**src/hdl/psvb_pkg.sv**
```systemverilog
// shared types, codes and constant tables of the sine voice bank
package psvb_pkg;

	localparam int NUM_VOICES_DEF      = 16;
	localparam int SINE_TABLE_BITS_DEF = 10;
	localparam int PHASE_BITS_DEF      = 32;
	localparam int SAMPLE_BITS_DEF     = 24;

	// signed sine times gain product
	localparam int PROD_W = 32;

	// note 45 is 110 Hz
	localparam logic [6:0] RESET_NOTE = 7'd45;

	localparam logic [1:0] MODE_TICK     = 2'd0;
	localparam logic [1:0] MODE_NOTE_ON  = 2'd1;
	localparam logic [1:0] MODE_NOTE_OFF = 2'd2;

	typedef enum logic [1:0] {
		ST_IDLE,
		ST_RUN,
		ST_DRAIN,
		ST_FINISH
	} seq_state_t;

	typedef struct packed {
		logic shift;
		logic load;
		logic clear;
	} cell_cmd_t;

	typedef logic [31:0] inc_table_t [128];
	typedef logic [15:0] gain_table_t [128];

	// increments of notes 60..71 scaled by 2^40 / 44100
	localparam logic [63:0] OCT_INC [12] = '{
		64'd6522910457,  64'd6910782897,  64'd7321719433,  64'd7757091526,
		64'd8218352192,  64'd8707040844,  64'd9224788436,  64'd9773322900,
		64'd10354474922, 64'd10970184041, 64'd11622505130, 64'd12313615249
	};

	function automatic logic [63:0] isqrt64(input logic [63:0] x);
		logic [63:0] res;
		logic [63:0] bval;
		logic [63:0] xv;
		res  = '0;
		bval = 64'd1 << 62;
		xv   = x;
		while (bval > xv) bval = bval >> 2;
		while (bval != 0) begin
			if (xv >= res + bval) begin
				xv  = xv - (res + bval);
				res = (res >> 1) + bval;
			end else begin
				res = res >> 1;
			end
			bval = bval >> 2;
		end
		return res;
	endfunction

	function automatic inc_table_t build_inc_table(input int phase_bits);
		inc_table_t tab;
		int o;
		int k;
		int s;
		logic [63:0] v;
		for (int n = 0; n < 128; n++) begin
			o = n / 12;
			k = n % 12;
			s = 45 - o - phase_bits;
			v = (OCT_INC[k] + (64'd1 << (s - 1))) >> s;
			tab[n] = v[31:0];
		end
		return tab;
	endfunction

	// fourth root of velocity / 127 in q1.15
	function automatic gain_table_t build_gain_table();
		gain_table_t tab;
		logic [63:0] x;
		logic [63:0] g;
		for (int n = 0; n < 128; n++) begin
			x = (64'(n) << 56) / 64'd127;
			x = x << 4;
			g = isqrt64(isqrt64(x));
			tab[n] = (g > 64'd32767) ? 16'd32767 : g[15:0];
		end
		return tab;
	endfunction

endpackage

```
**src/hdl/psvb_cell.sv**
```systemverilog
// one voice slot of the rotating voice ring
module psvb_cell #(
	parameter int PHASE_BITS = psvb_pkg::PHASE_BITS_DEF,
	parameter logic [PHASE_BITS-1:0] RESET_INC = '0
) (
	input  logic                     clk,
	input  logic                     arst_n,
	input  psvb_pkg::cell_cmd_t      cmd,
	input  logic [6:0]               set_note,
	input  logic [PHASE_BITS-1:0]    set_inc,
	input  logic [15:0]              set_gain,
	input  logic [6:0]               nbr_note,
	input  logic [PHASE_BITS-1:0]    nbr_phase,
	input  logic [PHASE_BITS-1:0]    nbr_inc,
	input  logic [15:0]              nbr_gain,
	output logic [6:0]               note,
	output logic [PHASE_BITS-1:0]    phase,
	output logic [PHASE_BITS-1:0]    inc,
	output logic [15:0]              gain
);

	logic [6:0]            note_q;
	logic [PHASE_BITS-1:0] phase_q;
	logic [PHASE_BITS-1:0] inc_q;
	logic [15:0]           gain_q;

	always_ff @(posedge clk or negedge arst_n) begin
		if (!arst_n) begin
			note_q  <= '0;
			phase_q <= '0;
			inc_q   <= RESET_INC;
			gain_q  <= '0;
		end else if (cmd.shift) begin
			note_q  <= nbr_note;
			phase_q <= nbr_phase;
			inc_q   <= nbr_inc;
			gain_q  <= nbr_gain;
		end else if (cmd.load) begin
			note_q <= set_note;
			inc_q  <= set_inc;
			gain_q <= set_gain;
		end else if (cmd.clear && note_q == set_note) begin
			// phase keeps running position on release
			note_q <= '0;
			inc_q  <= '0;
			gain_q <= '0;
		end
	end

	assign note  = note_q;
	assign phase = phase_q;
	assign inc   = inc_q;
	assign gain  = gain_q;

endmodule

```
**config.mk**
```make
export PLATFORM = sky130hd
export DESIGN_NAME = psvb_cell
export DESIGN_NICKNAME = d
export VERILOG_FILES = /design/src/hdl/psvb_pkg.sv /design/src/hdl/psvb_cell.sv
export SDC_FILE = /design/constraint.sdc
export NUM_CORES = 1
export LEC_CHECK = 0
export BUFFER_PORTS_ARGS = -buffer_cell sky130_fd_sc_hd__buf_2
export CAP_MARGIN = 20
export CORE_ASPECT_RATIO = 0.5
export CORE_UTILIZATION = 46
export CTS_CLUSTER_DIAMETER = 60
export DETAILED_ROUTE_END_ITERATION = 7
export GPL_ROUTABILITY_DRIVEN = 0
export GPL_TIMING_DRIVEN = 1
export PLACE_DENSITY = 0.86
export SETUP_SLACK_MARGIN = 0.5
export SYNTH_ARGS = -nofsm -noshare
export SYNTH_HDL_FRONTEND = slang
export SYNTH_SLANG_ARGS = --single-unit
export TNS_END_PERCENT = 1
```
**constraint.sdc**
```tcl
create_clock -name clk -period 2.4 [get_ports clk]
set_clock_uncertainty 0.15 [all_clocks]
set_input_delay 0.24 -clock clk [delete_from_list [all_inputs] [get_ports clk]]
set_output_delay 0.24 -clock clk [all_outputs]
set_load 0.005 [all_outputs]
```
==> results by group <==
Logic synthesis
  – Mean Syn Cell Area: approximately 11 um2
  – Synth Flop Type: dfrtp_1
  – Asr flop ratio synth: 100%
  – Share of the synthesized area in the top cell type: about 59%
  – Post-synthesis sequential area ratio: about 59%
  – Post-Synthesis Cells: 326
  – Yosys reg bits: 87
  – Cell taking the most area after synthesis: dfrtp_1
  – Synthesized cell area: around 3700 um2
  – Synth top cells by count: 87 x dfrtp_1, 57 x nand2_1, 53 x a22oi_1
  – Synth area leaders: dfrtp_1 59%, a22oi_1 11%, mux2_2 9.7%
  – Synth unique cells: 16
  – Syn Nets: 473
  – Most frequent cell after synthesis: dfrtp_1
  – Yosys warns: 0
  – Number of synthesized flops with an enable pin: 0

Floorplanning
  – Number of cell rows: 22
  – Die Wd: between 100 and 150 um
  – DIE AREA: 8460 um2
  – Starting density of the core: 49.1%
  – CORE AREA: between 7000 and 8000 um2
  – # IOs: around 230
  – Die extent in y: 65.6 um

Finish
  – Final instance area: 5700 um2
  – Layout cells sized above 1: 48.6%
  – Layout Cells excl Fill: 711
  – Syn-to-layout area delta: 53.4%
  – Final Core Density: about three quarters
  – Antenna cells: 0
  – # nets final: approximately 750

Clock network
  – Clk slew on worst S/H paths: 0.06 ns
  – CTS Root Cell: clkbuf_16
  – H-tree Lvls: 3
  – Clock latency on the worst-skew pair: 0.32 ns
  – Post-cts repair resize count: 0
  – Setup bufs post-CTS: 0
  – # hold bufs at CTS: 45
  – Sink Count: 87
  – CTS max path bufs: 2
  – CTS buffer count: 9
  – CTS tree: yes

Drt
  – Vias: ~3600
  – DR vias/cell: between 5 and 6
  – Post-Route WL: around 11000 um
  – Routed WL per cell: between 15 and 20 um
  – Pre-Repair DR Iteration Count: 5
  – Post-route antenna net violation count: 0
  – Remaining DRCs: 0
  – Initial detailed-routing violation count: between 200 and 250

Timing
  – Max-slew headroom: just under 60%
  – Final setup vio count: 0
  – Hold slack: roughly 0.00018 ns
  – Final setup margin: roughly 0.7 ns
  – Final TNS setup: 0 ns
  – Fin crit period: around 1.7 ns
  – Hold Vio Cnt, Final: 0
  – Fmax: 587 MHz
  – Worst Tran Pin Value: 0.635 ns
  – Fin crit share: approximately 71%
  – RSZ-0062 raised after global routing: no
  – Final-report max-slew violation count: 0

Setup path
  – Worst EP required: roughly 2.4 ns
  – Worst setup SP type: register
  – Setup crit end kind: register
  – CP Class: reg2reg
  – Crit Path Max Fanout: 37
  – CP Data Arrival Time: around 1.7 ns

GRT
  – Grt met3 use: about 6.1%
  – Grt total ovfl: 0
  – Vias in the first global route: approximately 3600
  – Met2 GRT Util: between 50% and 60%
  – GRT met1 Usage: approximately 30%
  – All-Layer GR Usage: 26.8%
  – First-pass GRT wire length: between 15000 and 20000 um
  – Largest net degree at the start of global routing: 50
  – GR peak layer: met2
  – Initial antenna violation count: 0

Power and ir drop
  – Peak supply drop: 0.468 mV
  – Total power: ~3.7 mW
  – Cell area power density: around 650 nW/um2
  – Leak Pwr: between 2 and 3 nW

Place
  – Post-DP HPWL: 7420 um
  – # port buffers: 233
  – Setup WS pre-CTS: between 0.6 and 0.7 ns
  – Placed insts: 650
  – DP Area: 4950 um2

Run
  – Max_cap viols: 0

Min path
  – Worst min path class: in2reg

Outcome
  – Status: finished clean
==> layout by cell type, fill, tap and decap left out <==
master and count:
a22oi_1 53, dlygate4sd3_1 45, bufinv_16 1, buf_12 2
a21oi_1 2, nor2_1 2, o21ai_0 34, dfrtp_1 87
nand4_1 2, buf_4 9, buf_2 231, nand2_1 57
nor2b_4 1, clkinvlp_4 2, xnor2_1 7, mux2_2 32
clkbuf_16 9, o21ai_1 21, nor2_4 2, clkinv_2 3
clkbuf_8 1
==> final timing paths <==
path	from	endpoint	slack (ns)	depth (start not counted)
hold / removal	set_inc[24]	inc[24]$_DFFE_PN0P_	0.0002	3
setup reg to reg	note[3]$_DFFE_PN0P_	inc[4]$_DFFE_PN0P_	0.70	5
min in group asynchronous	arst_n	gain[3]$_DFFE_PN0P_	0.33	2
hold reg to reg	phase[9]$_DFFE_PN0P_	phase[9]$_DFFE_PN0P_	0.35	1
setup / recovery	note[3]$_DFFE_PN0P_	inc[4]$_DFFE_PN0P_	0.70	5
max in group asynchronous	arst_n	inc[15]$_DFFE_PN0P_	1.14	3
==> critical path, stage by stage, from the launching register on <==
cell and delay, ns:
dfrtp_1 0.40, xnor2_1 0.20, nand4_1 0.17, nor2_4 0.14
buf_4 0.34, o21ai_0 0.16
==> sequential cells by signal, summed over array words and instances (netlist names) <==
register and count:
gain 16, inc 32, phase 32, note 7
==> area by class of cell <==
class	instances	area, um2
well taps	108	135
fillers	532	1870
clock inverters	6	60.1
multi-input cells	213	1380
clock buffers	10	239
repair buffers	287	1710
flip-flops and latches	87	2180
==> routing by layer <==
metal	share of wire, %	routed length, um	up-vias
met5	0	0	-
met4	2.2	240	0
met3	5.0	551	24
met2	54	6010	125
met1	38	4240	1750
li1	-	-	1707
==> cells by family (layout without fill, tap and decap cells) <==
group                  count (synthesis)  after routing  synth area share (%)
AO/OA/AOI/OAI                        110            110                  18.4
XOR/XNOR                               7              7                  1.65
buffers and inverters                 26            303                  4.61
flip-flops                            87             87                  58.6
multiplexers                          32             32                  9.70
AND/OR/NAND/NOR                       64             64                  7.07
==> power breakdown <==
group | internal, mW | switching (mW)
Combinational | 0.356 | 0.287
Clock | 0.829 | 0.547
Sequential | 1.61 | 0.0766
Total | 2.79 | 0.911
Power figures use the tool's default switching activity.
