[src/hdl/psvb_pkg.sv]
// shared types, codes and constant tables of the sine voice bank
package psvb_pkg;

	localparam int NUM_VOICES_DEF      = 16;
	localparam int SINE_TABLE_BITS_DEF = 10;
	localparam int PHASE_BITS_DEF      = 32;
	localparam int SAMPLE_BITS_DEF     = 24;

	// signed sine times gain product
	localparam int PROD_W = 32;

	// note 45 is 110 Hz
	localparam logic [6:0] RESET_NOTE = 7'd45;

	localparam logic [1:0] MODE_TICK     = 2'd0;
	localparam logic [1:0] MODE_NOTE_ON  = 2'd1;
	localparam logic [1:0] MODE_NOTE_OFF = 2'd2;

	typedef enum logic [1:0] {
		ST_IDLE,
		ST_RUN,
		ST_DRAIN,
		ST_FINISH
	} seq_state_t;

	typedef struct packed {
		logic shift;
		logic load;
		logic clear;
	} cell_cmd_t;

	typedef logic [31:0] inc_table_t [128];
	typedef logic [15:0] gain_table_t [128];

	// increments of notes 60..71 scaled by 2^40 / 44100
	localparam logic [63:0] OCT_INC [12] = '{
		64'd6522910457,  64'd6910782897,  64'd7321719433,  64'd7757091526,
		64'd8218352192,  64'd8707040844,  64'd9224788436,  64'd9773322900,
		64'd10354474922, 64'd10970184041, 64'd11622505130, 64'd12313615249
	};

	function automatic logic [63:0] isqrt64(input logic [63:0] x);
		logic [63:0] res;
		logic [63:0] bval;
		logic [63:0] xv;
		res  = '0;
		bval = 64'd1 << 62;
		xv   = x;
		while (bval > xv) bval = bval >> 2;
		while (bval != 0) begin
			if (xv >= res + bval) begin
				xv  = xv - (res + bval);
				res = (res >> 1) + bval;
			end else begin
				res = res >> 1;
			end
			bval = bval >> 2;
		end
		return res;
	endfunction

	function automatic inc_table_t build_inc_table(input int phase_bits);
		inc_table_t tab;
		int o;
		int k;
		int s;
		logic [63:0] v;
		for (int n = 0; n < 128; n++) begin
			o = n / 12;
			k = n % 12;
			s = 45 - o - phase_bits;
			v = (OCT_INC[k] + (64'd1 << (s - 1))) >> s;
			tab[n] = v[31:0];
		end
		return tab;
	endfunction

	// fourth root of velocity / 127 in q1.15
	function automatic gain_table_t build_gain_table();
		gain_table_t tab;
		logic [63:0] x;
		logic [63:0] g;
		for (int n = 0; n < 128; n++) begin
			x = (64'(n) << 56) / 64'd127;
			x = x << 4;
			g = isqrt64(isqrt64(x));
			tab[n] = (g > 64'd32767) ? 16'd32767 : g[15:0];
		end
		return tab;
	endfunction

endpackage

[src/hdl/psvb_sine.sv]
// pipelined quintic sine and gain multiply for the voice at the ring head
module psvb_sine #(
	parameter int TABLE_BITS = psvb_pkg::SINE_TABLE_BITS_DEF
) (
	input  logic                              clk,
	input  logic                              arst_n,
	input  logic                              issue,
	input  logic [TABLE_BITS-1:0]             idx,
	input  logic [15:0]                       gain,
	output logic                              prod_valid,
	output logic signed [psvb_pkg::PROD_W-1:0] prod,
	output logic                              busy
);

	localparam int QB  = TABLE_BITS - 2;
	localparam int YSH = 17 - TABLE_BITS;
	localparam logic [QB:0] QUARTER = {1'b1, {QB{1'b0}}};

	logic [QB:0] r_ext;
	logic [QB:0] y;
	logic [15:0] y15;

	logic v_s1, v_s2, v_s3, v_s4, v_s5, v_s6;
	logic neg_s1, neg_s2, neg_s3, neg_s4, neg_s5;
	logic [15:0] gain_s1, gain_s2, gain_s3, gain_s4, gain_s5;
	logic [15:0] y15_s1, y15_s2, y15_s3, y15_s4;
	logic [15:0] y2_s2, y2_s3;
	logic [15:0] inner_s3;
	logic [15:0] mid_s4;
	logic [14:0] mag_s5;
	logic signed [psvb_pkg::PROD_W-1:0] prod_s6;

	logic [31:0] sq;
	logic [31:0] t3;
	logic [31:0] t4;
	logic [31:0] t5;
	logic [16:0] s17;
	logic [psvb_pkg::PROD_W-2:0] pm;

	// mirror the 2nd and 4th quarters
	always_comb begin
		r_ext = {1'b0, idx[QB-1:0]};
		y     = idx[QB] ? (QUARTER - r_ext) : r_ext;
		y15   = 16'(y) << YSH;
	end

	assign sq  = 32'(y15_s1) * 32'(y15_s1);
	assign t3  = 32'(y2_s2) * 32'd2320;
	assign t4  = 32'(y2_s3) * 32'(inner_s3);
	assign t5  = 32'(y15_s4) * 32'(mid_s4) + 32'd16384;
	assign s17 = t5[31:15];
	assign pm  = (psvb_pkg::PROD_W-1)'(mag_s5) * (psvb_pkg::PROD_W-1)'(gain_s5);

	always_ff @(posedge clk or negedge arst_n) begin
		if (!arst_n) begin
			v_s1 <= 1'b0;
			v_s2 <= 1'b0;
			v_s3 <= 1'b0;
			v_s4 <= 1'b0;
			v_s5 <= 1'b0;
			v_s6 <= 1'b0;
		end else begin
			v_s1 <= issue;
			v_s2 <= v_s1;
			v_s3 <= v_s2;
			v_s4 <= v_s3;
			v_s5 <= v_s4;
			v_s6 <= v_s5;
		end
	end

	always_ff @(posedge clk) begin
		y15_s1  <= y15;
		neg_s1  <= idx[TABLE_BITS-1];
		gain_s1 <= gain;

		y2_s2   <= sq[30:15];
		y15_s2  <= y15_s1;
		neg_s2  <= neg_s1;
		gain_s2 <= gain_s1;

		inner_s3 <= 16'd21024 - t3[30:15];
		y2_s3    <= y2_s2;
		y15_s3   <= y15_s2;
		neg_s3   <= neg_s2;
		gain_s3  <= gain_s2;

		mid_s4  <= 16'd51472 - t4[30:15];
		y15_s4  <= y15_s3;
		neg_s4  <= neg_s3;
		gain_s4 <= gain_s3;

		mag_s5  <= (s17 > 17'd32767) ? 15'h7fff : s17[14:0];
		neg_s5  <= neg_s4;
		gain_s5 <= gain_s4;

		prod_s6 <= neg_s5 ? -$signed({1'b0, pm}) : $signed({1'b0, pm});
	end

	assign prod_valid = v_s6;
	assign prod       = prod_s6;
	assign busy       = v_s1 | v_s2 | v_s3 | v_s4 | v_s5 | v_s6;

endmodule

[config.mk]
export PLATFORM = sky130hd
export DESIGN_NAME = psvb_sine
export DESIGN_NICKNAME = d
export VERILOG_FILES = /design/src/hdl/psvb_pkg.sv /design/src/hdl/psvb_sine.sv
export SDC_FILE = /design/constraint.sdc
export NUM_CORES = 2
export LEC_CHECK = 0
export BUFFER_PORTS_ARGS = -buffer_cell sky130_fd_sc_hd__buf_2
export CAP_MARGIN = 5
export CORE_ASPECT_RATIO = 0.6
export CORE_MARGIN = 2
export CORE_UTILIZATION = 55
export CTS_CLUSTER_DIAMETER = 150
export DETAILED_ROUTE_END_ITERATION = 10
export PLACE_DENSITY = 0.71
export SKIP_CTS_REPAIR_TIMING = 1
export SLEW_MARGIN = 20
export SYNTH_ARGS = -nofsm -noshare
export SYNTH_HDL_FRONTEND = slang
export SYNTH_SLANG_ARGS = --single-unit
[constraint.sdc]
create_clock -name clk -period 8.5 [get_ports clk]
set_clock_uncertainty 0.15 [all_clocks]
set_input_delay 0.85 -clock clk [delete_from_list [all_inputs] [get_ports clk]]
set_output_delay 0.85 -clock clk [all_outputs]
set_load 0.02 [all_outputs]
==> metrics.md <==
| Metric | Value |
|---|---|
| Outcome | `complete, no violations` |
| Post-DRT Antenna Nets | `0` |
| Row count | `66` |
| Area Overhead vs Synth | `5.942%` |
| Most used DFF post-synth | `dfxtp_1` |
| Setup_tns | `0 ns` |
| Slew @ Worst Pin | `1.120 ns` |
| Via-per-instance ratio | `5.441` |
| Layout cell share with drive strength beyond 1 | `4.507%` |
| CTS Sinks | `between 200 and 250` |
| Hold WC Path Type | `flip-flop to flip-flop` |
| Syn Area/Cell | `just over 9 µm²` |
| Final setup viols | `0` |
| Clock Pin Slew Worst Setup and Hold Paths | `0.08 ns` |
| YS warnings | `0` |
| RSZ-0062 raised after global routing | `no` |
| Core box area | `0.05434 mm²` |
| TritonCTS clock tree | `done` |
| Total GRT Usage | `26.39%` |
| Iter 0 DRT Violations | `about 1,900` |
| Critical-path top delay cell | `dfxtp_1` |
| Arrival time of the worst setup path | `about 8.4 ns` |
| Yosys top cell by area | `fa_1` |
| Fin nets | `about 4,200` |
| Top cells by area, synth | `fa_1 33%, dfxtp_1 15%, ha_1 14%` |
| Crit path time final | `8.032 ns` |
| Die ar. | `approximately 0.057 mm²` |
| Top delay family on crit path | `adder cells` |
| Top Ports | `63` |
| Rel. slew slack | `about a quarter` |
| Drt pass-1 iters | `5` |
| WL/cell | `about 18 µm` |
| Synth top area share | `32.50%` |
| Slew Viols, Final | `0` |
| Setup CP Type | `flip-flop to flip-flop` |
| Design area | `0.03217 mm²` |
| Root buffer cell | `clkbuf_16` |
| Cts bufs inserted | `25` |
| Clk_lat worst skew | `0.58 ns` |
| Drt drc | `0` |
| Yosys cell types | `between 80 and 90` |
| MaxCap Viol Count | `0` |
| Post-synth ARST share | `2.553%` |
| Crit-path most repeated cell | `fa_1` |
| Register area share after synthesis | `15.59%` |
| Via count | `22,002` |
| CTS H-tree lvls | `1` |
| Die Wd | `307.3 µm` |
| Cells after synthesis | `3,308` |
| Worst Path Max Fanout | `15` |
| Dpl hpwl | `59,440 µm` |
| Yosys reg bits | `235` |
| Largest net degree at the start of global routing | `33` |
| Fmax | `124.5 MHz` |
| Core Util, Final | `59.20%` |
| Vias in the first global route | `approximately 23,000` |
| Fin. Hold Viols | `0` |
| EDFF count, synth | `0` |
| Starting Density | `55.88%` |
| First-pass GRT wire length | `119,800 µm` |
| Critical Path Source Type | `flip-flop` |
| Area of the multi-input gates | `0.02271 mm²` |
| Die height | `186 µm` |
| CP Capture Type | `flip-flop` |
| GRT Residual Overflow | `0` |
| Clk buf depth | `3` |
| Placed cell area | `0.03126 mm²` |
| Buf+Inv Stages, Crit Path | `3` |
| Worst path cell trace | `nand2_1, fa_1, inv_1, fa_1, fa_1, inv_1, fa_1, fa_1, fa_1, inv_1, ha_1, a21oi_1, nand2b_1, o31ai_2, o21ai_0, xnor2_1, o41ai_1, a21boi_0, o21ai_1, a31oi_1, xnor2_1` |
| Drt total wl | `71,390 µm` |
| Max incr delay on CP | `0.79 ns` |
| Mapped Area | `0.03036 mm²` |
| GP Congestion | `0.9317` |
| IO Port Bufs | `62` |
| Initial antenna violation count | `0` |
| FF+latch area | `0.004735 mm²` |
| Fillers | `4,683` |
| WP data required | `8.81 ns` |
| Hold WS | `around 0.17 ns` |
| Final critical-path share of the clock period | `94.49%` |
cells by family after synthesis:
kind of cell,count (synthesis),synth area share (%)
mux,6,0.2101
fa+ha+maj,823,46.10
xor+xnor,148,4.269
simple gates,979,16.47
buf+inv,782,9.692
other cells,2,0.02473
compound gates,333,7.644
flops,235,15.59
per-stage QoR:
| stage | instances | setup WS [ns] |
|---|---|---|
| 2_1_floorplan | 3314 | 1.652 |
| 3_3_place_gp | 3995 | 0.8444 |
| 3_5_place_dp | 3995 | 0.6661 |
| 4_1_cts | 4041 | 0.6549 |
| 5_1_grt | 4042 | 0.1614 |
| 6_report | 4044 | 0.4682 |
synth_stat cells, drive strengths merged, types with 24 or more instances:
cell type and n:
clkbuf 101, a21oi 69, inv 679, fa 493, a21o 39, xor2 43, dfxtp 229, o21ai 70
ha 330, xnor2 105, nor2 70, and2 356, nand2 392, nor3 24
area by class of cell:
cell class	count	share of cell area, %
timing repair buffer	71	1.182
sequential	235	14.72
clock buffer	30	2.096
multi-input combinational	2297	70.60
antenna	2	0.01556
inverter	679	7.923
clock inverter	16	0.6923
tap	714	2.777
state kept, by name, indices dropped and copies added (netlist names), 9 cells and up:
signal,count
gain_s2,16
gain_s5,16
mag_s5,15
inner_s3,15
y15_s3,9
prod,32
mid_s4,16
gain_s3,16
y2_s3,15
y15_s1,9
gain_s4,16
y15_s2,9
y15_s4,9
gain_s1,16
y2_s2,15
routing by layer:
metal  routed length (µm)  GRT usage, %
met1                35450         41.71
met2                27690         36.55
met3                 7289         6.604
met4                  960         3.941
met5                    0             0
worst paths after layout:
check	start	to	slack (ns)	depth (start not counted)
max	y2_s3[11]	mid_s4[15]	0.47	21
min	neg_s4	neg_s5	0.17	0
max reg2reg	y2_s3[11]	mid_s4[15]	0.47	21
min reg2reg	neg_s4	neg_s5	0.17	0
max in group asynchronous	arst_n	v_s2	7.55	2
min in group asynchronous	arst_n	v_s4	0.49	2
layout by cell type, fill, tap and decap left out, types with 14 or more instances in the layout:
cell type / count
o21bai_1: 15
xor2_1: 43
or2_2: 14
dfxtp_1: 229
nor3_1: 24
nand3_1: 19
nand4_1: 18
clkbuf_16: 25
buf_2: 62
nand2_1: 391
fa_1: 493
and2_1: 354
inv_1: 679
a21oi_1: 69
nor2_1: 70
a21o_1: 39
xnor2_1: 105
o21ai_0: 69
ha_1: 330
Power is not shown: default switching activity piles up to over one toggle a cycle in this logic, so the estimate is an artifact.
